File: src/hdl/bpa_ram.sv
`timescale 1ns / 1ps
// ----------------------------------------------------------------------------
// Generic single-write RAM
// One write port and one read port with a registered read.
// ----------------------------------------------------------------------------
module bpa_ram #(
	parameter int unsigned WIDTH = 8,
	parameter int unsigned DEPTH = 16
) (
	input  logic                     clk,
	input  logic                     we,
	input  logic [$clog2(DEPTH)-1:0] waddr,
	input  logic [WIDTH-1:0]         wdata,
	input  logic [$clog2(DEPTH)-1:0] raddr,
	output logic [WIDTH-1:0]         rdata
);

	logic [WIDTH-1:0] mem [DEPTH];
	logic [WIDTH-1:0] rdata_q;

	always_ff @(posedge clk) begin
		if (we) begin
			mem[waddr] <= wdata;
		end
		rdata_q <= mem[raddr];
	end

	assign rdata = rdata_q;

endmodule

File: config.mk
export PLATFORM = sky130hd
export DESIGN_NAME = bpa_ram
export DESIGN_NICKNAME = d
export VERILOG_FILES = /design/src/hdl/bpa_ram.sv
export SDC_FILE = /design/constraint.sdc
export NUM_CORES = 1
export LEC_CHECK = 0
export ABC_AREA = 1
export BUFFER_PORTS_ARGS = -buffer_cell sky130_fd_sc_hd__buf_2
export CAP_MARGIN = 0
export CORE_MARGIN = 1.5
export CORE_UTILIZATION = 35
export DETAILED_ROUTE_END_ITERATION = 8
export HOLD_SLACK_MARGIN = 0.06
export PLACE_DENSITY = 0.59
export SLEW_MARGIN = 10
export SYNTH_ARGS = -nofsm -noshare
export SYNTH_HDL_FRONTEND = slang
export SYNTH_SLANG_ARGS = --single-unit
File: constraint.sdc
create_clock -name clk -period 1.15 [get_ports clk]
set_input_delay 0.115 -clock clk [delete_from_list [all_inputs] [get_ports clk]]
set_output_delay 0.115 -clock clk [all_outputs]
set_load 0.02 [all_outputs]
==> results.sh, run 1 <==
export IMPL_run_status="finished, final reports clean"
export IMPL_port_buffer_count=25
export IMPL_synth_nets=569
export IMPL_worstPathMaxFanout=1
export IMPL_finalPower_mw=11.6
export IMPL_netlist_top_cells_area="edfxtp_1 67%, nand2_1 11%, nand3_1 8.4%, inv_1 6.5%, dfxtp_1 2.8%"
export IMPL_grtUsageTotal_pct=16.0
export IMPL_wl_per_cell_um=15.6
export IMPL_area_growth_syn_to_layout_pct=18.3
export IMPL_layout_setup_ws_ns=0.0649
export IMPL_die_x_um=131
export IMPL_ys_async_sr_fraction_pct=0
export IMPL_drt_drc_violations_left=0
export IMPL_place_area_sq_mm=0.00625
export IMPL_critical_path_class="reg -> out"
export IMPL_synth_main_ff_cell="edfxtp_1"
export IMPL_drive_above_1_share_pct=12.6
export IMPL_ys_warn_count=0
export IMPL_fmax_mhz=922
export IMPL_antenna_found_initial=0
export IMPL_synthTopCellsByCount="173 x nand2_1, 128 x edfxtp_1, 100 x inv_1, 97 x nand3_1, 17 x nor2_1"
export IMPL_post_place_ws_ns=0.0122
export IMPL_viasPerCell=4.61
export IMPL_yosysMostFrequentCell="nand2_1"
export IMPL_hold_path_class="in -> reg"
export IMPL_register_area_sq_mm=0.00401
export IMPL_grt_max_degree=65
export IMPL_finalCritPeriodShare_pct=94.4
export IMPL_fin_nets=615
export IMPL_routed_wl_mm=12.9
export IMPL_synth_seq_area_share_pct=69.4
export IMPL_required_ns=1.03
export IMPL_clk_insertion_delay_late_ns=0.42
export IMPL_multiInputGateArea_sq_mm=0.00121
export IMPL_crit_path_top_delay_cell="dfxtp_1"
export IMPL_report_final_setup_viol=0
export IMPL_drv_cap=0
export IMPL_r2r_start="mem[7][1]"
export IMPL_skew_ns=0.00345
export IMPL_hold_end="rdata[3]"
export IMPL_ir_drop_uv=1030
export IMPL_antenna_diode_count=0
export IMPL_yosys_register_bits=136
export IMPL_cts_root_buf="clkbuf_16"
export IMPL_r2r_end="rdata[1]"
export IMPL_dr_pass1_iters=5
export IMPL_clk_pin_slew_ns=0.06
export IMPL_drtAntennaViolNets=0
export IMPL_synth_top_area_share_pct=66.7
export IMPL_hold_viol=0
export IMPL_fin_area_sq_mm=0.00682
export IMPL_synth_edf_count=128
export IMPL_io_pins=26
export IMPL_layout_cells_non_filler=826
export IMPL_p_leak_nw=2.94
export IMPL_fp_dieH_um=131
export IMPL_slowest_delay_ns=0.36
export IMPL_worstPathCellList="buf_2"
export IMPL_avgSynthCellArea_sq_um=10.5
export IMPL_start_kind="register"
export IMPL_slew_headroom_pct=76.4
export IMPL_synth_cell_types=12
export IMPL_worst_pin_slew_ns=0.353
export IMPL_rsz0062_at_grt="false"
export IMPL_hold_depth=3
export IMPL_cts_sinks=136
export IMPL_p_per_area_mw_per_mm2=1700
export IMPL_via_count=3810
export IMPL_grt_pass1_wl_mm=20.5
export IMPL_htreeDepth=4
export IMPL_report_final_slew_viol_count=0
export IMPL_hpwl_mm=7.93
export IMPL_first_iter_violations=395
export IMPL_tritoncts="yes"
export IMPL_grt_overflow_total=0
export IMPL_cts_buffers=17
export IMPL_holdBufCountCts=0
export IMPL_synthesis_instances=551
export IMPL_finalWeightedCongestion=0.825
export IMPL_cts_buffer_depth=2
export IMPL_netlist_area_sq_mm=0.00577
export IMPL_synth_top_area_cell="edfxtp_1"
export IMPL_std_cell_rows=46
export IMPL_fill_cells=1556
export IMPL_dieArea_sq_mm=0.0173
export IMPL_fin_crit_ns=1.09
export IMPL_grt_pass1_vias=3832
export IMPL_crit_family="flip-flops"
export IMPL_core_sq_mm=0.0160
export IMPL_min_from="raddr[3]"
export IMPL_reg2reg_slack_ns=0.17
export IMPL_setup_tns_ns=0
export IMPL_path_buf_inv=1
export IMPL_rr_worst_depth=6
export IMPL_cts_setup_buffers=0
export IMPL_holdWs_ns=0.0770
export IMPL_end_kind="primary output"
export IMPL_final_util_pct=42.6
export IMPL_cts_resized=1
export IMPL_placedCellCount=794
export IMPL_cp_arrival_ns=0.97
export IMPL_start_util_pct=36.0
[final cells by class]
class	instances	area share, %
Tap cell	216	3.96
Clock inverter	12	1.94
Inverter	102	5.61
Sequential cell	136	58.7
Timing Repair Buffer	51	5.61
Multi-Input combinational cell	289	17.8
Clock buffer	20	6.40
[kinds of logic after synthesis]
group,synth area share (%)
flip-flops,69.4
AND/OR/NAND/NOR,21.0
buffers and inverters,9.52
[metal layers]
layer  vias to the layer above  share of wire, %  global-route usage [%]
li1                       1862                 -                       -
met1                      1801                45                    19.7
met2                       120                48                    25.8
met3                        27               4.6                    3.55
met4                         0               2.9                    9.63
met5                         -                 0                       0
[worst min-delay path, cell delays in order]
cell	delay [ns]
buf_2	0.18
nand3_1	0.11
nand2_1	0.04
[state kept, by name (all words and copies together) (netlist names)]
name / flops
mem: 128
rdata: 8
[worst max-delay path by stage]
stage | cells after the start | slack (ns) | startpoint | end
CTS | 1 | 0.05 | rdata[1] | rdata[1]
detailed placement | 8 | 0.01 | raddr[0] | rdata[1]
finish | 1 | 0.06 | rdata[6] | rdata[6]
global route | 1 | 0.04 | rdata[6] | rdata[6]
floorplan | 2 | 0.08 | waddr[3] | mem[4][0]
global placement | 8 | 0.02 | raddr[0] | rdata[1]
[layout by cell type (no fill, tap or decap)]
| master | instances |
|---|---|
| nand2_1 | 173 |
| edfxtp_1 | 128 |
| inv_1 | 100 |
| nand3_1 | 97 |
| buf_2 | 25 |
| buf_4 | 21 |
| nor2_1 | 17 |
| clkbuf_16 | 17 |
| dfxtp_1 | 7 |
| clkinv_1 | 6 |
| buf_12 | 5 |
| bufinv_16 | 3 |
| clkbuf_1 | 3 |
| inv_2 | 2 |
| nand3b_1 | 2 |
| clkinvlp_4 | 2 |
| clkinv_2 | 1 |
| dfxtp_2 | 1 |
[power by group]
part,switching (mW),internal (mW)
combinational,0.485,0.228
sequential,0.0390,5.54
clock,1.93,3.35
total,2.45,9.12
No activity file was read; power rests on OpenSTA's default activity.
==> run 2: changes to the inputs <==
ABC_AREA = not set   (was 1)
CORE_UTILIZATION = 55   (was 35)
PLACE_DENSITY = 0.82   (was 0.59)
==> results.sh, run 2 <==
export IMPL_run_status="finished with violations"
export IMPL_violations="setup timing"
export IMPL_port_buffer_count=25
export IMPL_viasPerCell=6.09
export IMPL_cts_buffers=17
export IMPL_register_area_sq_mm=0.00401
export IMPL_cts_sinks=136
export IMPL_std_cell_rows=35
export IMPL_grt_overflow_total=0
export IMPL_grtUsageTotal_pct=24.0
export IMPL_worstPathMaxFanout=1
export IMPL_ys_async_sr_fraction_pct=0
export IMPL_ys_warn_count=0
export IMPL_antenna_found_initial=0
export IMPL_rsz0062_at_grt="true"
export IMPL_clk_insertion_delay_late_ns=0.52
export IMPL_area_growth_syn_to_layout_pct=24.0
export IMPL_largest_register="mem"
export IMPL_final_common_cell="edfxtp_1"
export IMPL_cts_root_buf="clkbuf_8"
export IMPL_core_sq_mm=0.00915
export IMPL_clk_pin_slew_ns=0.06
export IMPL_avgSynthCellArea_sq_um=22.5
export IMPL_synth_cell_types=19
export IMPL_synth_edf_count=128
export IMPL_fp_dieH_um=99.7
export IMPL_grt_pass1_vias=2637
export IMPL_netlist_top_cells_area="edfxtp_1 75%, mux4_2 7.9%, mux4_1 7.1%, dfxtp_1 3.1%, a22oi_1 2.3%"
export IMPL_cts_buffer_depth=2
export IMPL_htreeDepth=4
export IMPL_io_pins=26
export IMPL_largest_register_ffs=128
export IMPL_place_area_sq_mm=0.00563
export IMPL_via_count=2617
export IMPL_worstPathCellList="mux4_2 -> a22oi_1 -> nand2_1"
export IMPL_slowest_delay_ns=0.51
export IMPL_finalWeightedCongestion=0.764
export IMPL_routed_wl_mm=10.7
export IMPL_multiInputGateArea_sq_mm=0.00109
export IMPL_skew_ns=0.00690
export IMPL_layout_common_cells="128 x edfxtp_1, 33 x buf_4, 31 x mux4_2"
export IMPL_fill_cells=501
export IMPL_die_x_um=99.7
export IMPL_report_final_slew_viol_count=0
export IMPL_dr_pass1_iters=4
export IMPL_synthesis_instances=229
export IMPL_first_iter_violations=262
export IMPL_hold_path_class="in -> reg"
export IMPL_tritoncts="yes"
export IMPL_dieArea_sq_mm=0.00995
export IMPL_final_util_pct=69.7
export IMPL_hold_viol=0
export IMPL_drt_drc_violations_left=0
export IMPL_layout_setup_ws_ns=-0.134
export IMPL_antenna_diode_count=0
export IMPL_fin_nets=324
export IMPL_hpwl_mm=6.67
export IMPL_worst_pin_slew_ns=1.05
export IMPL_slew_headroom_pct=30.1
export IMPL_drive_above_1_share_pct=45.1
export IMPL_finalCritPeriodShare_pct=112
export IMPL_holdWs_ns=0.161
export IMPL_fin_area_sq_mm=0.00638
export IMPL_start_util_pct=56.2
export IMPL_ir_drop_uv=1050
export IMPL_netlist_area_sq_mm=0.00515
export IMPL_grt_max_degree=18
export IMPL_synth_main_ff_cell="edfxtp_1"
export IMPL_wl_per_cell_um=25.0
export IMPL_yosysMostFrequentCell="edfxtp_1"
export IMPL_p_leak_nw=2.18
export IMPL_synth_top_area_share_pct=74.7
export IMPL_start_kind="register"
export IMPL_synth_top_area_cell="edfxtp_1"
export IMPL_yosys_register_bits=136
export IMPL_crit_path_top_delay_cell="mux4_2"
export IMPL_report_final_setup_viol=8
export IMPL_critical_path_class="reg -> reg"
export IMPL_fin_crit_ns=1.28
export IMPL_synthTopCellsByCount="128 x edfxtp_1, 18 x mux4_2, 16 x a22oi_1, 14 x mux4_1, 13 x nor2_1"
export IMPL_p_per_area_mw_per_mm2=1840
export IMPL_cp_arrival_ns=1.69
export IMPL_drtAntennaViolNets=0
export IMPL_drv_cap=0
export IMPL_synth_nets=247
export IMPL_fmax_mhz=779
export IMPL_end_kind="register"
export IMPL_synth_seq_area_share_pct=77.8
export IMPL_grt_pass1_wl_mm=16.1
export IMPL_required_ns=1.56
export IMPL_setup_tns_ns=-0.726
export IMPL_cts_setup_buffers=0
[run 2: changes by cell type in the layout (fill, tap and decap cells not counted), sizes merged, moves of 8 or more]
cell,previous run,this run
buf,51,60
inv,102,4
nand3,97,1
a22oi,0,16
dlygate4sd3,0,8
nand2,173,9
mux4,0,32
[run 2: final cells by class]
type,count,area share (%)
sequential,136,62.8
multi-input combinational,83,17.2
timing repair buffer,68,8.39
clock buffer,17,6.49
clock inverter,15,3.00
tap,111,2.18
[run 2: worst max-delay path: cells and delay by family, from the launching register on]
kind               cells  cell delay, ns
DFF                    1            0.40
and+or+nand+nor        1            0.08
muxes                  1            0.51
AOI/OAI and AO/OA      1            0.18
[run 2: power by group]
part / internal [mW] / total, mW / switching, mW
Clock: 3.35 / 5.48 / 2.13
Sequential: 5.54 / 5.58 / 0.0404
Combinational: 0.302 / 0.658 / 0.356
Total: 9.19 / 11.7 / 2.53
[run 2: path summary, 6_finish.rpt]
path / slack (ns) / startpoint / cells past startpoint / endpoint
max: -0.13 / mem[3][5] / 3 / rdata[5]
min: 0.16 / waddr[1] / 3 / mem[0][4]
max reg2reg: -0.13 / mem[3][5] / 3 / rdata[5]
min reg2reg: 0.68 / mem[4][2] / 3 / rdata[2]
[run 2: cells by family after synthesis]
kind of cell / after synthesis / share of synthesized area (%)
flip-flops: 136 / 77.8
AND/OR/NAND/NOR: 35 / 3.18
multiplexers: 32 / 15.0
AO/OA/AOI/OAI: 16 / 2.33
buffers and inverters: 10 / 1.68
[run 2: timing repair]
item | 4_1_cts | 5_1_grt
hold buffers | 8 | 0
pin swaps | 4 | 1
resized for setup | 13 | 8
setup endpoints to repair | 11 | 12
endpoints found under the hold margin | 128 | 0
[run 2: stage by stage]
| step | instances | setup WS (ns) | power (mW) |
|---|---|---|---|
| floorplan | 229 | -0.0680 | 6.02 |
| finish | 430 | -0.134 | 11.7 |
| global route | 430 | -0.160 | 12.0 |
| global placement | 390 | -0.407 | 6.25 |
| detailed placement | 390 | -0.399 | 6.28 |
| CTS | 430 | -0.132 | 11.8 |
[run 2: metal layers]
layer | share of wire, % | vias up | GRT usage, %
met4 | 1.6 | 0 | 10.1
met3 | 7.7 | 15 | 6.32
li1 | - | 1115 | -
met1 | 40 | 1363 | 32.6
met2 | 50 | 124 | 37.5
met5 | 0 | - | 0
==> run 3: changes to the inputs <==
clock period = 1.44 ns   (was 1.15 ns; I/O delays follow)
==> results.sh, run 3 (synthesis gave the netlist of run 2 again) <==
export IMPL_core_sq_mm=0.00915
export IMPL_fmax_mhz=734
export IMPL_tritoncts="yes"
export IMPL_io_pins=26
export IMPL_cp_startpoint="mem[2][4]"
export IMPL_cts_buffers=17
export IMPL_r2r_start="mem[2][4]"
export IMPL_fp_dieH_um=99.7
export IMPL_r2r_end="rdata[4]"
export IMPL_port_buffer_count=25
export IMPL_crit_end="rdata[4]"
export IMPL_final_common_cell="edfxtp_1"
export IMPL_area_growth_syn_to_layout_pct=19.6
export IMPL_wl_per_cell_um=23.5
export IMPL_rsz0062_at_grt="false"
export IMPL_skew_ns=0.00705
export IMPL_via_count=2502
export IMPL_routed_wl_mm=9.81
export IMPL_worst_pin_slew_ns=0.686
export IMPL_finalCritPeriodShare_pct=94.6
export IMPL_critical_path_class="reg -> reg"
export IMPL_drtAntennaViolNets=0
export IMPL_hpwl_mm=6.01
export IMPL_start_util_pct=56.2
export IMPL_cts_root_buf="clkbuf_8"
export IMPL_cts_buffer_depth=2
export IMPL_p_per_area_mw_per_mm2=1450
export IMPL_reg2reg_slack_ns=0.08
export IMPL_drt_drc_violations_left=0
export IMPL_end_kind="register"
export IMPL_grt_overflow_total=0
export IMPL_grt_max_degree=33
export IMPL_slew_headroom_pct=54.2
export IMPL_largest_register_ffs=128
export IMPL_cts_sinks=136
export IMPL_viasPerCell=6.00
export IMPL_first_iter_violations=225
export IMPL_start_kind="register"
export IMPL_rr_worst_depth=3
export IMPL_antenna_diode_count=0
export IMPL_hold_viol=0
export IMPL_finalPower_mw=8.92
export IMPL_ir_drop_uv=1050
export IMPL_largest_register="mem"
export IMPL_finalWeightedCongestion=0.764
export IMPL_clk_insertion_delay_late_ns=0.52
export IMPL_setup_tns_ns=0
export IMPL_required_ns=1.83
export IMPL_report_final_slew_viol_count=0
export IMPL_antenna_found_initial=0
export IMPL_holdWs_ns=0.184
export IMPL_fin_crit_ns=1.36
export IMPL_clk_pin_slew_ns=0.06
export IMPL_fin_nets=311
export IMPL_drive_above_1_share_pct=31.7
export IMPL_drv_cap=0
export IMPL_worstPathMaxFanout=1
export IMPL_htreeDepth=4
export IMPL_grtUsageTotal_pct=22.2
export IMPL_dr_pass1_iters=4
export IMPL_grt_pass1_wl_mm=15.2
export IMPL_die_x_um=99.7
export IMPL_layout_common_cells="128 x edfxtp_1, 25 x buf_2, 20 x buf_4"
export IMPL_cp_arrival_ns=1.75
export IMPL_p_leak_nw=2.11
export IMPL_run_status="finished, final reports clean"
export IMPL_fill_cells=559
export IMPL_grt_pass1_vias=2635
export IMPL_hold_path_class="in -> reg"
export IMPL_report_final_setup_viol=0
export IMPL_dieArea_sq_mm=0.00995
export IMPL_cts_setup_buffers=0
export IMPL_std_cell_rows=35
## run 3: worst min-delay path by stage
stage                     depth (start not counted)         to     start
after floorplan                                   0  mem[0][0]  wdata[0]
after global placement                            1  mem[6][5]  wdata[5]
after detailed placement                          1  mem[6][5]  wdata[5]
after CTS                                         5   rdata[0]  raddr[3]
after global routing                              3  mem[0][4]  waddr[0]
final                                             5   rdata[0]  raddr[3]
## run 3: final cells by class
class                      count  area, sq um  share of cell area, %
sequential                   136         4000                   65.0
multi-input combinational     83         1070                   17.3
clock buffer                  19          422                   6.85
timing repair buffer          55          395                   6.42
tap                          111          139                   2.26
clock inverter                13          131                   2.13
## run 3: metrics by stage
step | setup slack, ns | utilization (%) | std cells | area (sq um)
2_1_floorplan | 0.0299 | - | 229 | 5150
3_3_place_gp | -0.0521 | 60.3 | 377 | 5520
3_5_place_dp | -0.114 | 60.3 | 377 | 5520
4_1_cts | 0.0558 | 67.2 | 417 | 6150
5_1_grt | 0.0124 | 67.3 | 417 | 6160
6_report | 0.0771 | 67.3 | 417 | 6160
## run 3: metal layers
| layer | GRT usage, % | vias up | part of all wire [%] |
|---|---|---|---|
| met1 | 31.1 | 1300 | 43 |
| met3 | 6.75 | 12 | 5.4 |
| met2 | 33.3 | 90 | 51 |
| li1 | - | 1100 | - |
| met5 | 0 | - | 0 |
| met4 | 8.67 | 0 | 1.1 |
## run 3: power breakdown
part / total (mW) / internal [mW] / switching [mW]
Combinational: 0.458 / 0.199 / 0.259
Sequential: 4.46 / 4.43 / 0.0306
Clock: 4.00 / 2.44 / 1.56
Total: 8.92 / 7.07 / 1.85
## run 3: critical path, stage by stage, from the launching register on
cell      delay [ns]
edfxtp_1        0.37
mux4_2          0.47
a22oi_1         0.27
nand2_1         0.12
## run 3: timing repair
item,CTS,global route
endpoints found under the setup margin,0,1
resized for setup,0,1
endpoints found under the hold margin,128,0
hold buffers,8,0
